--- src/sv/iwfs_pkg.sv ---
// ----------------------------------------------------------------------------
// iwfs_pkg
// Types, constants and codes shared by the isometric wireframe segment block.
// ----------------------------------------------------------------------------
package iwfs_pkg;

  localparam int MAX_COLS_DEF = 1024;

  // apb register map, register i at byte address 4*i
  localparam int PADDR_W = 5;
  localparam logic [2:0] REG_ZOOM       = 3'd0;
  localparam logic [2:0] REG_DEPTH      = 3'd1;
  localparam logic [2:0] REG_OFFSET_X   = 3'd2;
  localparam logic [2:0] REG_OFFSET_Y   = 3'd3;
  localparam logic [2:0] REG_ROW_LENGTH = 3'd4;

  localparam logic [15:0] ZOOM_RST       = 16'd2560;
  localparam logic [15:0] DEPTH_RST      = 16'd256;
  localparam logic [10:0] ROW_LENGTH_RST = 11'd1;

  // projection constants, unsigned q0.16
  localparam logic [15:0] K_C1 = 16'd46341;
  localparam logic [15:0] K_C2 = 16'd53510;
  localparam logic [15:0] K_C3 = 16'd26755;

  localparam logic [23:0] COLOR_FLAT   = 24'h80ccff;
  localparam logic [23:0] COLOR_RAISED = 24'h00b33c;
  localparam logic [23:0] COLOR_LOW_H  = 24'h994d00;
  localparam logic [23:0] COLOR_LOW_V  = 24'h000000;

  typedef struct packed {
    logic [9:0]         col;
    logic [9:0]         row;
    logic signed [15:0] height;
    logic               has_color;
    logic [23:0]        point_color;
  } pt_t;

  typedef struct packed {
    logic signed [15:0] start_x;
    logic signed [15:0] start_y;
    logic signed [15:0] end_x;
    logic signed [15:0] end_y;
    logic [23:0]        seg_color;
    logic               vertical;
    logic               last;
  } seg_t;

  typedef struct packed {
    logic [15:0]        zoom;
    logic [15:0]        depth_scale;
    logic signed [15:0] offset_x;
    logic signed [15:0] offset_y;
    logic [10:0]        row_length;
  } cfg_t;

  typedef struct packed {
    logic signed [15:0] y;
    logic signed [15:0] x;
  } xy_t;

  typedef struct packed {
    logic               has_color;
    logic [23:0]        color;
    logic signed [15:0] height;
  } attr_t;

  typedef struct packed {
    attr_t attrs;
    xy_t   xy;
  } row_entry_t;

  typedef enum logic [2:0] {
    ST_IDLE,
    ST_MUL1,
    ST_MUL2,
    ST_SUM,
    ST_SAT,
    ST_EMIT_H,
    ST_EMIT_V,
    ST_COMMIT
  } ctrl_state_t;

  typedef struct packed {
    logic load;
    logic mul1;
    logic mul2;
    logic sum;
    logic sat;
    logic sel_up;
    logic last;
    logic commit;
  } dp_cmd_t;

  typedef struct packed {
    logic skip;
    logic has_left;
    logic has_up;
  } dp_status_t;

endpackage

--- src/sv/iwfs_ctrl.sv ---
// ----------------------------------------------------------------------------
// iwfs_ctrl
// Sequencer: accepts a point, drops one past the row length, else steps
// the projection, emits up to two segments and commits it to the line buffer.
// ----------------------------------------------------------------------------
module iwfs_ctrl (
  input  logic                 clk,
  input  logic                 rst,
  input  logic                 pt_valid,
  output logic                 pt_ready,
  output logic                 seg_valid,
  input  logic                 seg_ready,
  input  iwfs_pkg::dp_status_t status,
  output iwfs_pkg::dp_cmd_t    cmd
);

  import iwfs_pkg::*;

  ctrl_state_t state, state_next;

  always_ff @(posedge clk) begin
    if (rst) begin
      state <= ST_IDLE;
    end else begin
      state <= state_next;
    end
  end

  always_comb begin
    state_next = state;
    unique case (state)
      ST_IDLE: begin
        if (pt_valid && !status.skip) begin
          state_next = ST_MUL1;
        end
      end
      ST_MUL1: state_next = ST_MUL2;
      ST_MUL2: state_next = ST_SUM;
      ST_SUM:  state_next = ST_SAT;
      ST_SAT: begin
        if (status.has_left) begin
          state_next = ST_EMIT_H;
        end else if (status.has_up) begin
          state_next = ST_EMIT_V;
        end else begin
          state_next = ST_COMMIT;
        end
      end
      ST_EMIT_H: begin
        if (seg_ready) begin
          state_next = status.has_up ? ST_EMIT_V : ST_COMMIT;
        end
      end
      ST_EMIT_V: begin
        if (seg_ready) begin
          state_next = ST_COMMIT;
        end
      end
      ST_COMMIT: state_next = ST_IDLE;
      default:   state_next = ST_IDLE;
    endcase
  end

  always_comb begin
    pt_ready   = 1'b0;
    seg_valid  = 1'b0;
    cmd        = '0;
    unique case (state)
      ST_IDLE: begin
        // no point is taken while reset is held
        pt_ready = ~rst;
        cmd.load = pt_valid & ~status.skip & ~rst;
      end
      ST_MUL1: cmd.mul1 = 1'b1;
      ST_MUL2: cmd.mul2 = 1'b1;
      ST_SUM:  cmd.sum  = 1'b1;
      ST_SAT:  cmd.sat  = 1'b1;
      ST_EMIT_H: begin
        seg_valid = 1'b1;
        cmd.last  = ~status.has_up;
      end
      ST_EMIT_V: begin
        seg_valid  = 1'b1;
        cmd.sel_up = 1'b1;
        cmd.last   = 1'b1;
      end
      ST_COMMIT: cmd.commit = 1'b1;
      default: ;
    endcase
  end

endmodule

--- config.mk ---
export PLATFORM = sky130hd
export DESIGN_NAME = iwfs_ctrl
export DESIGN_NICKNAME = d
export VERILOG_FILES = /design/src/sv/iwfs_pkg.sv /design/src/sv/iwfs_ctrl.sv
export SDC_FILE = /design/constraint.sdc
export NUM_CORES = 1
export LEC_CHECK = 0
export BUFFER_PORTS_ARGS = -buffer_cell sky130_fd_sc_hd__buf_2
export CAP_MARGIN = 10
export CORE_AREA = 10 10 47 49
export DETAILED_ROUTE_END_ITERATION = 10
export DIE_AREA = 0 0 57 59
export PLACE_DENSITY_LB_ADDON = 0.2
export SYNTH_ARGS = -nofsm -noshare
export SYNTH_HDL_FRONTEND = slang
export SYNTH_SLANG_ARGS = --single-unit
--- constraint.sdc ---
create_clock -name clk -period 1.18 [get_ports clk]
set_clock_uncertainty 0.1 [all_clocks]
set_input_delay 0.059 -clock clk [delete_from_list [all_inputs] [get_ports clk]]
set_output_delay 0.059 -clock clk [all_outputs]
set_load 0.1 [all_outputs]
==> impl_metrics.env <==
export IMPL_yosys_area_share_simple_pct=40.34
export IMPL_ys_top_cells_by_count="8 x nor2_1, 4 x nand2b_1, 3 x dfxtp_1"
export IMPL_drtAntennaViolNets=0
export IMPL_setup_ws_ns=-0.2868
export IMPL_cts_buffers_inserted=3
export IMPL_wl_um=1225
export IMPL_regMostFlops="state"
export IMPL_worstSkewPairLatency_ns=0.23
export IMPL_synth_xor_area_share_pct=2.941
export IMPL_crit_path_end_kind="output port"
export IMPL_gp_congestion=0.7284
export IMPL_synth_area_leaders="dfxtp_1 20%, nor2_1 10%, a2111oi_4 9.2%"
export IMPL_p_per_area_nw_per_um2=547.6
export IMPL_cp_arrival_ns=1.31
export IMPL_yosysTopAreaCellShare_pct=20.17
export IMPL_cts_tree="yes"
export IMPL_synthDistinctLibCells=21
export IMPL_num_io_pins=17
export IMPL_violations="setup timing"
export IMPL_synth_most_common_cell="nor2_1"
export IMPL_crit_type="reg -> out"
export IMPL_largestRegisters="state x3"
export IMPL_fp_dieW_um=57
export IMPL_total_power_uw=481.6
export IMPL_slew_violations=0
export IMPL_ys_seq_elements=3
export IMPL_viasPerCell=4.435
export IMPL_post_route_min_period_ns=1.467
export IMPL_drc=0
export IMPL_syn_area_per_cell_um2=8.508
export IMPL_numPortBuffers=16
export IMPL_clockBufferDepth=2
export IMPL_synth_fa_ha_area_share_pct=0
export IMPL_yosysTopAreaCell="dfxtp_1"
export IMPL_num_rows=14
export IMPL_initial_core_util_pct=21.25
export IMPL_gr_total_overflow=0
export IMPL_whs_ns=0.1016
export IMPL_syn_nets=42
export IMPL_timing_fmax_mhz=681.8
export IMPL_synth_cells=35
export IMPL_synth_compound_area_share_pct=26.05
export IMPL_drt_wirelength_per_cell_um=13.32
export IMPL_rsz0062_at_grt="true"
export IMPL_tightest_slew_ns=0.2590
export IMPL_dp_cells=79
export IMPL_grtUsageTotal_pct=7.328
export IMPL_outcome="finished, violations left"
export IMPL_relSlewSlack_pct=82.73
export IMPL_hold_path_class="in -> reg"
export IMPL_drv_cap=0
export IMPL_fin_crit_sh_pct=124.3
export IMPL_core_area_um2=1401
export IMPL_required_ns=1.02
export IMPL_fillCellCount=123
export IMPL_synth_edf_count=0
export IMPL_leakage_nw=0.3593
export IMPL_setup_viol=12
export IMPL_vias=408
export IMPL_drtIter0Drc=2
export IMPL_async_flop_share_pct=0
export IMPL_clk_pin_slew_ns=0.04
export IMPL_antenna_found_initial=0
export IMPL_first_pass_iters=3
export IMPL_yosysWarningCount=0
export IMPL_synthToLayoutAreaGrowth_pct=195.4
export IMPL_synth_seq_area_share_pct=20.17
export IMPL_die_area_um2=3363
export IMPL_hpwl_um=911.3
export IMPL_layout_drive_gt1_share_pct=82.89
export IMPL_nets=84
export IMPL_root_buffer="clkbuf_4"
export IMPL_finalHoldViolCount=0
export IMPL_peakVddDrop_v=0.0004347
export IMPL_synthMuxAreaShare_pct=0
export IMPL_syn_area_um2=297.8
export IMPL_grt_pass1_vias=460
export IMPL_crit_fanout=5
export IMPL_cts_sinks=3
export IMPL_cp_start_kind="flip-flop"
export IMPL_fin_cells=92
export IMPL_largest_reg_flops=3
export IMPL_htree_num_levels=1
export IMPL_synth_top_family_by_area="simple AND/OR/NAND/NOR gates"
export IMPL_grt_first_pass_wirelength_um=2007
export IMPL_n_antenna_cell=0
export IMPL_synth_flop_cell="dfxtp_1"
export IMPL_grt_max_degree=8
export IMPL_fp_dieH_um=59
==> layout by cell type (no fill, tap or decap), types with 2 or more instances in the layout <==
cell type	count
nand2_1	2
clkbuf_4	3
buf_6	8
nor2_4	6
buf_4	15
buf_2	6
dfxtp_4	3
buf_12	10
nand2b_4	4
nor2_1	2
==> area by class of cell <==
cell class / instances / area, µm² / area share [%]
clock buffers: 4 / 26.28 / 2.987
inverters: 1 / 3.754 / 0.4267
multi-input cells: 28 / 315.3 / 35.85
flip-flops and latches: 3 / 71.32 / 8.108
well taps: 16 / 20.02 / 2.276
repair buffers: 40 / 442.9 / 50.36
==> repair_timing <==
action | 4_1_cts | 5_1_grt
gates resized for setup | 13 | 5
hold buffers | 1 | 0
hold endpoints to repair | 1 | 0
setup endpoints to repair | 13 | 12
pin swaps | 6 | 2
buffers inserted | 6 | 2
==> stage by stage <==
step / setup WS [ns] / cell area [µm²] / TNS [ns] / utilization, %
after floorplan: -1.251 / 380.4 / -3.789 / -
after global placement: -0.1361 / 715.7 / -0.6773 / 51.07
after detailed placement: -0.1939 / 715.7 / -1.101 / 51.07
after CTS: -0.2945 / 838.3 / -2.309 / 59.82
after global routing: -0.3291 / 879.6 / -2.770 / 62.77
final: -0.2868 / 879.6 / -2.250 / 62.77
==> final timing paths <==
check	start	end	slack, ns	cells after the start
worst max-delay path	state[1]	cmd[1]	-0.29	4
worst min-delay path	rst	state[1]	0.10	3
worst max register to register	state[1]	state[0]	-0.16	5
worst min register to register	state[0]	state[1]	0.62	2
==> critical path: stages, from the launching register on <==
cell      delay [ns]
dfxtp_4         0.36
nand2b_4        0.16
a21oi_4         0.15
a21boi_4        0.21
buf_12          0.19
==> layer usage <==
layer / vias up / routed length (µm) / GRT usage, %
li1: 203 / - / -
met1: 196 / 400 / 6.958
met2: 9 / 732 / 13.18
met3: 0 / 92 / 3.648
met4: 0 / 0 / 3.020
met5: - / 0 / 0
==> kinds of logic (layout without fill, tap and decap cells) <==
group	count (synthesis)	after routing
buffers and inverters	4	45
AOI/OAI and AO/OA	7	7
DFF	3	3
xor gates and xnor gates	1	1
and+or+nand+nor	20	20
==> power by group <==
part,internal (mW),switching (mW),total [mW]
sequential,0.100,0.00811,0.108
clock,0.127,0.0547,0.182
combinational,0.0904,0.101,0.192
total,0.318,0.164,0.482
Power figures use the tool's default switching activity.
