--- config.mk ---
export PLATFORM = sky130hd
export DESIGN_NAME = iwfs_regs
export DESIGN_NICKNAME = d
export VERILOG_FILES = /design/src/sv/iwfs_pkg.sv /design/src/sv/iwfs_regs.sv
export SDC_FILE = /design/constraint.sdc
export NUM_CORES = 1
export LEC_CHECK = 0
export BUFFER_PORTS_ARGS = -buffer_cell sky130_fd_sc_hd__buf_2
export CAP_MARGIN = 20
export CORE_ASPECT_RATIO = 0.7
export CORE_MARGIN = 2
export CORE_UTILIZATION = 40
export DETAILED_ROUTE_END_ITERATION = 10
export PLACE_DENSITY = 0.72
export REMOVE_ABC_BUFFERS = 1
export SYNTH_ARGS = -nofsm -noshare
export SYNTH_HDL_FRONTEND = slang
export SYNTH_SLANG_ARGS = --single-unit
--- constraint.sdc ---
create_clock -name clk -period 2.55 [get_ports clk]
set_clock_uncertainty 0.15 [all_clocks]
set_input_delay 0.51 -clock clk [delete_from_list [all_inputs] [get_ports clk]]
set_output_delay 0.51 -clock clk [all_outputs]
set_load 0.01 [all_outputs]
--- src/sv/iwfs_pkg.sv ---
// ----------------------------------------------------------------------------
// iwfs_pkg
// Types, constants and codes shared by the isometric wireframe segment block.
// ----------------------------------------------------------------------------
package iwfs_pkg;

  localparam int MAX_COLS_DEF = 1024;

  // apb register map, register i at byte address 4*i
  localparam int PADDR_W = 5;
  localparam logic [2:0] REG_ZOOM       = 3'd0;
  localparam logic [2:0] REG_DEPTH      = 3'd1;
  localparam logic [2:0] REG_OFFSET_X   = 3'd2;
  localparam logic [2:0] REG_OFFSET_Y   = 3'd3;
  localparam logic [2:0] REG_ROW_LENGTH = 3'd4;

  localparam logic [15:0] ZOOM_RST       = 16'd2560;
  localparam logic [15:0] DEPTH_RST      = 16'd256;
  localparam logic [10:0] ROW_LENGTH_RST = 11'd1;

  // projection constants, unsigned q0.16
  localparam logic [15:0] K_C1 = 16'd46341;
  localparam logic [15:0] K_C2 = 16'd53510;
  localparam logic [15:0] K_C3 = 16'd26755;

  localparam logic [23:0] COLOR_FLAT   = 24'h80ccff;
  localparam logic [23:0] COLOR_RAISED = 24'h00b33c;
  localparam logic [23:0] COLOR_LOW_H  = 24'h994d00;
  localparam logic [23:0] COLOR_LOW_V  = 24'h000000;

  typedef struct packed {
    logic [9:0]         col;
    logic [9:0]         row;
    logic signed [15:0] height;
    logic               has_color;
    logic [23:0]        point_color;
  } pt_t;

  typedef struct packed {
    logic signed [15:0] start_x;
    logic signed [15:0] start_y;
    logic signed [15:0] end_x;
    logic signed [15:0] end_y;
    logic [23:0]        seg_color;
    logic               vertical;
    logic               last;
  } seg_t;

  typedef struct packed {
    logic [15:0]        zoom;
    logic [15:0]        depth_scale;
    logic signed [15:0] offset_x;
    logic signed [15:0] offset_y;
    logic [10:0]        row_length;
  } cfg_t;

  typedef struct packed {
    logic signed [15:0] y;
    logic signed [15:0] x;
  } xy_t;

  typedef struct packed {
    logic               has_color;
    logic [23:0]        color;
    logic signed [15:0] height;
  } attr_t;

  typedef struct packed {
    attr_t attrs;
    xy_t   xy;
  } row_entry_t;

  typedef enum logic [2:0] {
    ST_IDLE,
    ST_MUL1,
    ST_MUL2,
    ST_SUM,
    ST_SAT,
    ST_EMIT_H,
    ST_EMIT_V,
    ST_COMMIT
  } ctrl_state_t;

  typedef struct packed {
    logic load;
    logic mul1;
    logic mul2;
    logic sum;
    logic sat;
    logic sel_up;
    logic last;
    logic commit;
  } dp_cmd_t;

  typedef struct packed {
    logic skip;
    logic has_left;
    logic has_up;
  } dp_status_t;

endpackage

--- src/sv/iwfs_regs.sv ---
// ----------------------------------------------------------------------------
// iwfs_regs
// APB register file holding the projection and grid settings.
// ----------------------------------------------------------------------------
module iwfs_regs (
  input  logic                        clk,
  input  logic                        rst,
  input  logic                        psel,
  input  logic                        penable,
  input  logic                        pwrite,
  input  logic [iwfs_pkg::PADDR_W-1:0] paddr,
  input  logic [31:0]                 pwdata,
  output logic [31:0]                 prdata,
  output iwfs_pkg::cfg_t              cfg
);

  import iwfs_pkg::*;

  logic       wr;
  logic [2:0] idx;

  assign wr  = psel & penable & pwrite;
  assign idx = paddr[4:2];

  always_ff @(posedge clk) begin
    if (rst) begin
      cfg.zoom        <= ZOOM_RST;
      cfg.depth_scale <= DEPTH_RST;
      cfg.offset_x    <= '0;
      cfg.offset_y    <= '0;
      cfg.row_length  <= ROW_LENGTH_RST;
    end else if (wr) begin
      unique case (idx)
        REG_ZOOM:       cfg.zoom        <= pwdata[15:0];
        REG_DEPTH:      cfg.depth_scale <= pwdata[15:0];
        REG_OFFSET_X:   cfg.offset_x    <= pwdata[15:0];
        REG_OFFSET_Y:   cfg.offset_y    <= pwdata[15:0];
        REG_ROW_LENGTH: cfg.row_length  <= pwdata[10:0];
        default: ;
      endcase
    end
  end

  always_comb begin
    unique case (idx)
      REG_ZOOM:       prdata = {16'b0, cfg.zoom};
      REG_DEPTH:      prdata = {16'b0, cfg.depth_scale};
      REG_OFFSET_X:   prdata = {16'b0, cfg.offset_x};
      REG_OFFSET_Y:   prdata = {16'b0, cfg.offset_y};
      REG_ROW_LENGTH: prdata = {21'b0, cfg.row_length};
      default:        prdata = '0;
    endcase
  end

endmodule

==> report_table.html, run 1 <==
<table>
<tr><th>Metric</th><th>Value</th></tr>
<tr><th colspan="2">Outcome</th></tr>
<tr><td>Result of the run</td><td>finished clean</td></tr>
<tr><th colspan="2">Clocking</th></tr>
<tr><td># resized after CTS</td><td>0</td></tr>
<tr><td>H-tree depth</td><td>3</td></tr>
<tr><td>Insertion delay to the later sink of the worst-skew pair</td><td>320 ps</td></tr>
<tr><td>Setup fix buffers added after clock tree synthesis</td><td>0</td></tr>
<tr><td>Clock tree buffer depth</td><td>2</td></tr>
<tr><td>Clock tree from TritonCTS</td><td>built</td></tr>
<tr><td>Cts bufs inserted</td><td>9</td></tr>
<tr><td>Number of hold buffers added after cts</td><td>0</td></tr>
<tr><td>Reg clk slew, reported paths</td><td>60 ps</td></tr>
<tr><td>Clock Sinks</td><td>75</td></tr>
<tr><td>Buffer cell driving the clock tree root</td><td>sky130_fd_sc_hd__clkbuf_16</td></tr>
<tr><th colspan="2">Routing</th></tr>
<tr><td>Vias</td><td>2984</td></tr>
<tr><td>Remaining DRCs</td><td>0</td></tr>
<tr><td>Number of nets with antenna violations after detailed routing</td><td>0</td></tr>
<tr><td>Number of vias per cell after detailed routing</td><td>4.932</td></tr>
<tr><td>Wire length per cell</td><td>16.18 um</td></tr>
<tr><td>DR iter-0 viols</td><td>148</td></tr>
<tr><td>DR top layer</td><td>met4</td></tr>
<tr><td>Metal3 WL</td><td>832 um</td></tr>
<tr><td>Detailed-router iteration count before antenna repair</td><td>6</td></tr>
<tr><td>Metal-1 WL</td><td>4615 um</td></tr>
<tr><td>Routed wire length</td><td>9787 um</td></tr>
<tr><td>Met2 WL</td><td>4302 um</td></tr>
<tr><th colspan="2">STA</th></tr>
<tr><td>Period utilization</td><td>0.9400</td></tr>
<tr><td>Total negative slack</td><td>0 ps</td></tr>
<tr><td>Worst Tran Pin Value</td><td>514.6 ps</td></tr>
<tr><td>Setup repair after global routing missed its margin</td><td>false</td></tr>
<tr><td>Final count of negative-setup-slack endpoints</td><td>0</td></tr>
<tr><td>Number of endpoints with negative hold slack in the final report</td><td>0</td></tr>
<tr><td>Final min period</td><td>2397 ps</td></tr>
<tr><td>Worst slew margin</td><td>0.6550</td></tr>
<tr><td>Final-report max-slew violation count</td><td>0</td></tr>
<tr><td>Maximum clock frequency</td><td>0.4172 GHz</td></tr>
<tr><th colspan="2">Pwr</th></tr>
<tr><td>Maximum ir drop on the vdd rail</td><td>0.0003270 V</td></tr>
<tr><td>Pwr Density</td><td>612.5 nW/um^2</td></tr>
<tr><td>Comb power frac</td><td>0.072</td></tr>
<tr><td>Switching pwr</td><td>617.1 uW</td></tr>
<tr><td>Cell-internal power</td><td>2.327 mW</td></tr>
<tr><td>Clock share of power</td><td>0.525</td></tr>
<tr><td>Power, Total</td><td>2.944 mW</td></tr>
<tr><td>Sw Ratio</td><td>0.2096</td></tr>
<tr><td>Register share of total power</td><td>0.403</td></tr>
<tr><td>Reported leakage power</td><td>2.462 nW</td></tr>
<tr><th colspan="2">Yosys</th></tr>
<tr><td>Sequential share of the synthesized area</td><td>0.4024</td></tr>
<tr><td>Largest area contributor in the netlist</td><td>sky130_fd_sc_hd__dfxtp_1</td></tr>
<tr><td>Post-synthesis cell area</td><td>3731 sq um</td></tr>
<tr><td>Average cell area after synthesis</td><td>10.39 sq um</td></tr>
<tr><td>Post-synthesis sequential element count</td><td>75</td></tr>
<tr><td>Unique cell type count in the Yosys netlist</td><td>31</td></tr>
<tr><td>Yosys synthesis warning count</td><td>0</td></tr>
<tr><td>Number of cells produced by synthesis</td><td>359</td></tr>
<tr><td>Most area-consuming cells after synthesis</td><td>sky130_fd_sc_hd__dfxtp_1, sky130_fd_sc_hd__mux2i_1, sky130_fd_sc_hd__nand2b_1, sky130_fd_sc_hd__a22oi_1, sky130_fd_sc_hd__mux2_2</td></tr>
<tr><td>Fraction of synthesized cell area taken by the top area cell type</td><td>0.4024</td></tr>
<tr><th colspan="2">Layout</th></tr>
<tr><td>Diode count</td><td>0</td></tr>
<tr><td>Flip-flop count of the largest register, all copies and words added</td><td>75</td></tr>
<tr><td>Number of nets in the layout</td><td>518</td></tr>
<tr><td>Leading cell types in the layout, fill and taps excluded</td><td>sky130_fd_sc_hd__buf_2, sky130_fd_sc_hd__nand2b_1, sky130_fd_sc_hd__dfxtp_1</td></tr>
<tr><td>Share of layout cells above drive strength 1</td><td>0.3576</td></tr>
<tr><td>Area Growth Syn to Fin</td><td>28.81%</td></tr>
<tr><td>Most common library cell in the layout ignoring fill and taps</td><td>sky130_fd_sc_hd__buf_2</td></tr>
<tr><td>Count of filler cells inserted in the layout</td><td>853</td></tr>
<tr><td>Register containing the most flip-flops in the final layout</td><td>cfg</td></tr>
<tr><td>Largest regs</td><td>cfg x75</td></tr>
<tr><th colspan="2">Critical path</th></tr>
<tr><td>Cell mode on critical path</td><td>sky130_fd_sc_hd__buf_2</td></tr>
<tr><td>Start-to-end type of the worst setup path</td><td>input port to output port</td></tr>
<tr><td>Largest stage delay on the critical path</td><td>320 ps</td></tr>
<tr><td>Critical Path Sink Type</td><td>output port</td></tr>
<tr><td>Required time of the critical path</td><td>1890 ps</td></tr>
<tr><td>Crit path DAT</td><td>1740 ps</td></tr>
<tr><td>Worst-path fanout max</td><td>10</td></tr>
<tr><td>Depth of the worst register-to-register path</td><td>2</td></tr>
<tr><td>Slowest stage cell on the critical path</td><td>sky130_fd_sc_hd__mux2_2</td></tr>
<tr><td>Worst setup SP type</td><td>input port</td></tr>
<tr><td>Cells traversed along the worst timing path</td><td>buf_2, buf_4, mux2_2, a22oi_1, o22ai_1, buf_2</td></tr>
<tr><th colspan="2">Run</th></tr>
<tr><td>Max cap viols</td><td>0</td></tr>
<tr><th colspan="2">Global route</th></tr>
<tr><td>Overall fraction of global-route tracks in use</td><td>0.1922</td></tr>
<tr><td>Antenna violations before repair</td><td>0</td></tr>
<tr><td>Global-route wire length before repair</td><td>15210 um</td></tr>
<tr><td>Largest net degree at the start of global routing</td><td>94</td></tr>
<tr><td>Number of global-route vias before repair</td><td>2901</td></tr>
<tr><td>Residual overflow from global routing</td><td>0</td></tr>
<tr><th colspan="2">Floorplan</th></tr>
<tr><td>Die Wd</td><td>119.4 um</td></tr>
<tr><td>IO Count</td><td>149</td></tr>
<tr><td>Placeable Area</td><td>9071 sq um</td></tr>
<tr><td>Die area</td><td>10130 sq um</td></tr>
<tr><td>Placement Rows</td><td>29</td></tr>
<tr><td>Initial core utilization</td><td>0.4113</td></tr>
<tr><td>Die height</td><td>84.81 um</td></tr>
<tr><th colspan="2">Placement</th></tr>
<tr><td>Dpl hpwl</td><td>6986 um</td></tr>
<tr><td>Port Buf Inserts</td><td>114</td></tr>
<tr><td>Weighted congestion at the end of routability-driven global placement</td><td>0.7585</td></tr>
<tr><th colspan="2">Min path</th></tr>
<tr><td>Class of the worst hold path</td><td>input port to flop</td></tr>
<tr><td>Hold-critical path depth</td><td>2</td></tr>
</table>
## power by group through the flow
| stage | sequential (mW) | combinational (mW) | clock, mW |
|---|---|---|---|
| 6_report | 1.19 | 0.212 | 1.54 |
| 5_1_grt | 1.19 | 0.229 | 1.62 |
| 4_1_cts | 1.19 | 0.213 | 1.57 |
| 3_5_place_dp | 1.21 | 0.212 | 0 |
| 3_3_place_gp | 1.21 | 0.209 | 0 |
| 2_1_floorplan | 1.22 | 0.0898 | 0 |
## layer usage
layer	vias up	track usage
li1	1456	-
met1	1401	0.2709
met2	123	0.2957
met3	4	0.05435
met4	0	0.03957
met5	-	0
## final timing paths
path                                      startpoint                   end  slack, ps
worst min register to register  cfg[41]$_SDFFE_PP0P_  cfg[41]$_SDFFE_PP0P_        340
worst min-delay path                       pwdata[9]  cfg[68]$_SDFFE_PP1P_        250
worst max-delay path                        paddr[2]             prdata[5]        150
worst max register to register  cfg[68]$_SDFFE_PP1P_  cfg[68]$_SDFFE_PP1P_       1570
## cells by family (layout without fill, tap and decap cells)
kind of cell           count (synthesis)  count (layout)  share of synthesized area
muxes                                 89              89                     0.2602
buffers and inverters                 46             153                    0.07478
and+or+nand+nor                      111             111                     0.1911
DFF                                   75              75                     0.4024
AOI/OAI and AO/OA                     37              37                    0.07042
other                                  1              16                   0.001005
## cells in the mapped netlist
cell type                   n
sky130_fd_sc_hd__nor2_1     5
sky130_fd_sc_hd__mux4_1     1
sky130_fd_sc_hd__and3_4     1
sky130_fd_sc_hd__nand4b_4   1
sky130_fd_sc_hd__a22oi_1   20
sky130_fd_sc_hd__a21oi_1    1
sky130_fd_sc_hd__nand2_1    1
sky130_fd_sc_hd__o22ai_1   11
sky130_fd_sc_hd__and4b_1    1
sky130_fd_sc_hd__a21boi_0   2
sky130_fd_sc_hd__buf_4     16
sky130_fd_sc_hd__a211o_1    2
sky130_fd_sc_hd__mux4_2     4
sky130_fd_sc_hd__mux2i_1   73
sky130_fd_sc_hd__nand2b_1  87
sky130_fd_sc_hd__conb_1     1
sky130_fd_sc_hd__dfxtp_1   75
sky130_fd_sc_hd__or3_1      1
sky130_fd_sc_hd__mux2_2    11
sky130_fd_sc_hd__nor2b_1    7
sky130_fd_sc_hd__nand3_1    2
sky130_fd_sc_hd__clkbuf_1  16
sky130_fd_sc_hd__nor3_2     1
sky130_fd_sc_hd__and3b_1    1
sky130_fd_sc_hd__and3_1     2
sky130_fd_sc_hd__buf_6      5
sky130_fd_sc_hd__buf_2      7
sky130_fd_sc_hd__a31oi_1    1
sky130_fd_sc_hd__nand3_2    1
sky130_fd_sc_hd__inv_2      1
sky130_fd_sc_hd__buf_1      1
## final cells by class
type	count	area, sq um	share of cell area
Inverter	1	3.754	0.0007810
Multi-Input combinational cell	253	2007	0.4176
Clock buffer	9	225.2	0.04686
Tap cell	124	155.1	0.03228
Timing Repair Buffer	136	773.2	0.1609
Sequential cell	75	1501	0.3124
Clock inverter	7	140.1	0.02916
## critical path: cells and delay by family
family | cells | cell delay (ps)
AOI/OAI and AO/OA | 2 | 250
buffers and inverters | 3 | 650
muxes | 1 | 320
## through the flow
| step | hold WS (ps) | instance area [sq um] | cells | utilization | setup WS, ps |
|---|---|---|---|---|---|
| floorplan | 349.5 | 3512 | 329 | - | 502.3 |
| detailed placement | 329.5 | 4441 | 589 | 0.4895 | 119.8 |
| CTS | 245.2 | 4806 | 605 | 0.5298 | 118.8 |
| finish | 254.7 | 4806 | 605 | 0.5298 | 153.0 |
| global route | 255.6 | 4806 | 605 | 0.5298 | 21.25 |
| global placement | 322.1 | 4441 | 589 | 0.4895 | 151.8 |
No activity file was read; power rests on OpenSTA's default activity.
==> run 2: changes to the inputs <==
- ABC_AREA: unset -> 1
- PLACE_DENSITY: 0.72 -> 0.71
==> run 2 against run 1 <==
Effect of this change:
- setup slack better by 40 ps
- clock power is 24% lower
- combinational power is 33% higher
- highest routed layer unchanged
==> report_table.html, run 2 <==
<table>
<tr><th>Metric</th><th>Value</th></tr>
<tr><th colspan="2">Outcome</th></tr>
<tr><td>Result of the run</td><td>finished clean (unchanged)</td></tr>
<tr><th colspan="2">Run</th></tr>
<tr><td>Max cap viols</td><td>0 (unchanged)</td></tr>
<tr><th colspan="2">STA</th></tr>
<tr><td>Total negative slack</td><td>0 ps (unchanged)</td></tr>
<tr><td>Worst Tran Pin Value</td><td>516.3 ps (was 514.6 ps)</td></tr>
<tr><td>Period utilization</td><td>0.9245 (was 0.9400)</td></tr>
<tr><td>Number of endpoints with negative hold slack in the final report</td><td>0 (unchanged)</td></tr>
<tr><td>Setup repair after global routing missed its margin</td><td>false (unchanged)</td></tr>
<tr><td>Final min period</td><td>2357 ps (was 2397 ps)</td></tr>
<tr><td>Final count of negative-setup-slack endpoints</td><td>0 (unchanged)</td></tr>
<tr><td>Maximum clock frequency</td><td>0.4242 GHz (was 0.4172 GHz)</td></tr>
<tr><td>Worst slew margin</td><td>0.6550 (about the same)</td></tr>
<tr><td>Final-report max-slew violation count</td><td>0 (unchanged)</td></tr>
<tr><th colspan="2">Routing</th></tr>
<tr><td>Number of vias per cell after detailed routing</td><td>4.922 (was 4.932)</td></tr>
<tr><td>Vias</td><td>4208 (was 2984)</td></tr>
<tr><td>Remaining DRCs</td><td>0 (unchanged)</td></tr>
<tr><td>Number of nets with antenna violations after detailed routing</td><td>0 (unchanged)</td></tr>
<tr><td>Wire length per cell</td><td>13.99 um (was 16.18 um)</td></tr>
<tr><td>Routed wire length</td><td>11960 um (was 9787 um)</td></tr>
<tr><td>Detailed-router iteration count before antenna repair</td><td>5 (was 6)</td></tr>
<tr><td>DR iter-0 viols</td><td>374 (was 148)</td></tr>
<tr><th colspan="2">Layout</th></tr>
<tr><td>Diode count</td><td>0 (unchanged)</td></tr>
<tr><td>FF/Latch Area</td><td>1501 sq um (unchanged)</td></tr>
<tr><td>Register containing the most flip-flops in the final layout</td><td>cfg (unchanged)</td></tr>
<tr><td>Number of nets in the layout</td><td>764 (was 518)</td></tr>
<tr><td>Leading cell types in the layout, fill and taps excluded</td><td>sky130_fd_sc_hd__nand2_1, sky130_fd_sc_hd__nor2_1, sky130_fd_sc_hd__buf_2 (was sky130_fd_sc_hd__buf_2, sky130_fd_sc_hd__nand2b_1, sky130_fd_sc_hd__dfxtp_1)</td></tr>
<tr><td>Most common library cell in the layout ignoring fill and taps</td><td>sky130_fd_sc_hd__nand2_1 (was sky130_fd_sc_hd__buf_2)</td></tr>
<tr><td>Final non-filler cell area</td><td>4896 sq um (was 4806 sq um)</td></tr>
<tr><td>Fraction of the core area covered by cells at the end of the flow</td><td>0.5017 (was 0.5298)</td></tr>
<tr><td>Flip-flop count of the largest register, all copies and words added</td><td>75 (unchanged)</td></tr>
<tr><td>Largest regs</td><td>cfg x75 (unchanged)</td></tr>
<tr><td>Share of layout cells above drive strength 1</td><td>0.2325 (was 0.3576)</td></tr>
<tr><td>Count of filler cells inserted in the layout</td><td>1034 (was 853)</td></tr>
<tr><td>Area used by multi-input combinational logic</td><td>2017 sq um (was 2007 sq um)</td></tr>
<tr><td>Area Growth Syn to Fin</td><td>21.11% (was 28.81%)</td></tr>
<tr><th colspan="2">Yosys</th></tr>
<tr><td>Fraction of synthesized cell area taken by the top area cell type</td><td>0.3714 (was 0.4024)</td></tr>
<tr><td>Share of synthesized registers carrying an async set or reset</td><td>0 (unchanged)</td></tr>
<tr><td>Number of cells produced by synthesis</td><td>616 (was 359)</td></tr>
<tr><td>Unique cell type count in the Yosys netlist</td><td>24 (was 31)</td></tr>
<tr><td>Sequential share of the synthesized area</td><td>0.3714 (was 0.4024)</td></tr>
<tr><td>Count of flip-flops with a built-in enable after synthesis</td><td>0 (unchanged)</td></tr>
<tr><td>Yosys synthesis warning count</td><td>0 (unchanged)</td></tr>
<tr><td>Post-synthesis sequential element count</td><td>75 (unchanged)</td></tr>
<tr><td>Post-synthesis cell area</td><td>4043 sq um (was 3731 sq um)</td></tr>
<tr><td>Largest area contributor in the netlist</td><td>sky130_fd_sc_hd__dfxtp_1 (unchanged)</td></tr>
<tr><td>Top_reg_cell synth</td><td>sky130_fd_sc_hd__dfxtp_1 (unchanged)</td></tr>
<tr><td>Cell types with the highest counts after synthesis</td><td>sky130_fd_sc_hd__nand2_1, sky130_fd_sc_hd__nor2_1, sky130_fd_sc_hd__nand3_1, sky130_fd_sc_hd__dfxtp_1, sky130_fd_sc_hd__inv_1 (was sky130_fd_sc_hd__nand2b_1, sky130_fd_sc_hd__dfxtp_1, sky130_fd_sc_hd__mux2i_1, sky130_fd_sc_hd__a22oi_1)</td></tr>
<tr><td>Average cell area after synthesis</td><td>6.563 sq um (was 10.39 sq um)</td></tr>
<tr><td>Most area-consuming cells after synthesis</td><td>sky130_fd_sc_hd__dfxtp_1, sky130_fd_sc_hd__nand2_1, sky130_fd_sc_hd__nor2_1, sky130_fd_sc_hd__nand3_1, sky130_fd_sc_hd__buf_4 (was sky130_fd_sc_hd__dfxtp_1, sky130_fd_sc_hd__mux2i_1, sky130_fd_sc_hd__nand2b_1, sky130_fd_sc_hd__a22oi_1, sky130_fd_sc_hd__mux2_2)</td></tr>
<tr><th colspan="2">Global route</th></tr>
<tr><td>Overall fraction of global-route tracks in use</td><td>0.2247 (was 0.1922)</td></tr>
<tr><td>Residual overflow from global routing</td><td>0 (unchanged)</td></tr>
<tr><td>Antenna violations before repair</td><td>0 (unchanged)</td></tr>
<tr><td>Largest net degree at the start of global routing</td><td>76 (was 94)</td></tr>
<tr><td>Global-route wire length before repair</td><td>18660 um (was 15210 um)</td></tr>
<tr><td>Number of global-route vias before repair</td><td>3754 (was 2901)</td></tr>
<tr><th colspan="2">Clocking</th></tr>
<tr><td># resized after CTS</td><td>0 (unchanged)</td></tr>
<tr><td>Reg clk slew, reported paths</td><td>50 ps (was 60 ps)</td></tr>
<tr><td>Cts bufs inserted</td><td>9 (unchanged)</td></tr>
<tr><td>Insertion delay to the later sink of the worst-skew pair</td><td>330 ps (was 320 ps)</td></tr>
<tr><td>Clock tree buffer depth</td><td>2 (unchanged)</td></tr>
<tr><td>Number of hold buffers added after cts</td><td>0 (unchanged)</td></tr>
<tr><td>Setup fix buffers added after clock tree synthesis</td><td>0 (unchanged)</td></tr>
<tr><td>Clock tree from TritonCTS</td><td>built (unchanged)</td></tr>
<tr><td>H-tree depth</td><td>3 (unchanged)</td></tr>
<tr><td>Clock Sinks</td><td>75 (unchanged)</td></tr>
<tr><td>Buffer cell driving the clock tree root</td><td>sky130_fd_sc_hd__clkbuf_16 (unchanged)</td></tr>
<tr><th colspan="2">Floorplan</th></tr>
<tr><td>Die Wd</td><td>124.2 um (was 119.4 um)</td></tr>
<tr><td>Initial core utilization</td><td>0.4142 (was 0.4113)</td></tr>
<tr><td>IO Count</td><td>149 (unchanged)</td></tr>
<tr><td>Placement Rows</td><td>30 (was 29)</td></tr>
<tr><td>Die area</td><td>10940 sq um (was 10130 sq um)</td></tr>
<tr><td>Die height</td><td>88.11 um (was 84.81 um)</td></tr>
<tr><td>Placeable Area</td><td>9759 sq um (was 9071 sq um)</td></tr>
<tr><th colspan="2">Min path</th></tr>
<tr><td>Class of the worst hold path</td><td>input port to flop (unchanged)</td></tr>
<tr><th colspan="2">Critical path</th></tr>
<tr><td>Start-to-end type of the worst setup path</td><td>input port to output port (unchanged)</td></tr>
<tr><td>Critical Path Sink Type</td><td>output port (unchanged)</td></tr>
<tr><td>Worst-path fanout max</td><td>19 (was 10)</td></tr>
<tr><td>Worst setup SP type</td><td>input port (unchanged)</td></tr>
<tr><td>Crit path DAT</td><td>1700 ps (was 1740 ps)</td></tr>
<tr><td>Required time of the critical path</td><td>1890 ps (about the same)</td></tr>
<tr><th colspan="2">Pwr</th></tr>
<tr><td>Pwr Density</td><td>542.5 nW/um^2 (was 612.5 nW/um^2)</td></tr>
<tr><td>Reported leakage power</td><td>2.526 nW (was 2.462 nW)</td></tr>
<tr><td>Maximum ir drop on the vdd rail</td><td>0.0003161 V (was 0.0003270 V)</td></tr>
<tr><th colspan="2">Placement</th></tr>
<tr><td>Port Buf Inserts</td><td>114 (unchanged)</td></tr>
<tr><td>Dpl hpwl</td><td>8098 um (was 6986 um)</td></tr>
<tr><td>Area of placed instances</td><td>4622 sq um (was 4441 sq um)</td></tr>
<tr><td>Weighted congestion at the end of routability-driven global placement</td><td>0.8140 (was 0.7585)</td></tr>
</table>
## run 2: worst paths after layout
path / startpoint / end / slack [ps] / cells after the start
setup reg to reg: cfg[73]$_SDFFE_PP0P_ / cfg[73]$_SDFFE_PP0P_ / 1730 / 2
hold / removal: pwdata[11] / cfg[70]$_SDFFE_PP1P_ / 270 / 3
setup / recovery: paddr[3] / prdata[9] / 190 / 8
hold reg to reg: cfg[28]$_SDFFE_PP0P_ / cfg[28]$_SDFFE_PP0P_ / 340 / 2
## run 2: logic make-up after synthesis
kind of cell / Yosys count / share of synthesized area
buffers and inverters: 95 / 0.1442
AND/OR/NAND/NOR: 438 / 0.4748
AO/OA/AOI/OAI: 7 / 0.008665
flip-flops: 75 / 0.3714
other: 1 / 0.0009276
## run 2: report_power, final
part	switching (mW)	internal [mW]	total, mW
registers	0.0122	1.19	1.20
logic	0.193	0.0889	0.282
clock network	0.465	0.709	1.17
## run 2: metal layers
layer	track usage	up-vias	share of wire
met1	0.2933	1898	0.44
met5	0	-	0
met2	0.3671	206	0.45
met3	0.05794	18	0.090
met4	0.06844	0	0.013
li1	-	2086	-
## run 2: worst max-delay path: stages
cell                      delay, ps
sky130_fd_sc_hd__buf_2          200
sky130_fd_sc_hd__buf_4          200
sky130_fd_sc_hd__nor2_8         300
sky130_fd_sc_hd__nand3_1        150
sky130_fd_sc_hd__nand2_1        110
sky130_fd_sc_hd__nor2_1          40
sky130_fd_sc_hd__nand2_1         50
sky130_fd_sc_hd__buf_2          120
## run 2: final cells by class
type | instances | area share
Inverter | 42 | 0.03424
Multi-Input combinational cell | 461 | 0.4120
Tap cell | 128 | 0.03271
Timing Repair Buffer | 133 | 0.1584
Clock buffer | 14 | 0.05392
Sequential cell | 75 | 0.3067
Clock inverter | 2 | 0.002044
## run 2: stage by stage
step | worst slack [ps] | instances | total power [mW] | hold WS, ps
6_report | 192.6 | 855 | 2.656 | 266.4
5_1_grt | 78.42 | 855 | 2.781 | 272.6
4_1_cts | 213.1 | 855 | 2.677 | 261.9
3_5_place_dp | 232.8 | 839 | 1.502 | 340.8
3_3_place_gp | 249.1 | 839 | 1.496 | 333.7
2_1_floorplan | 170.7 | 578 | 1.376 | 353.4
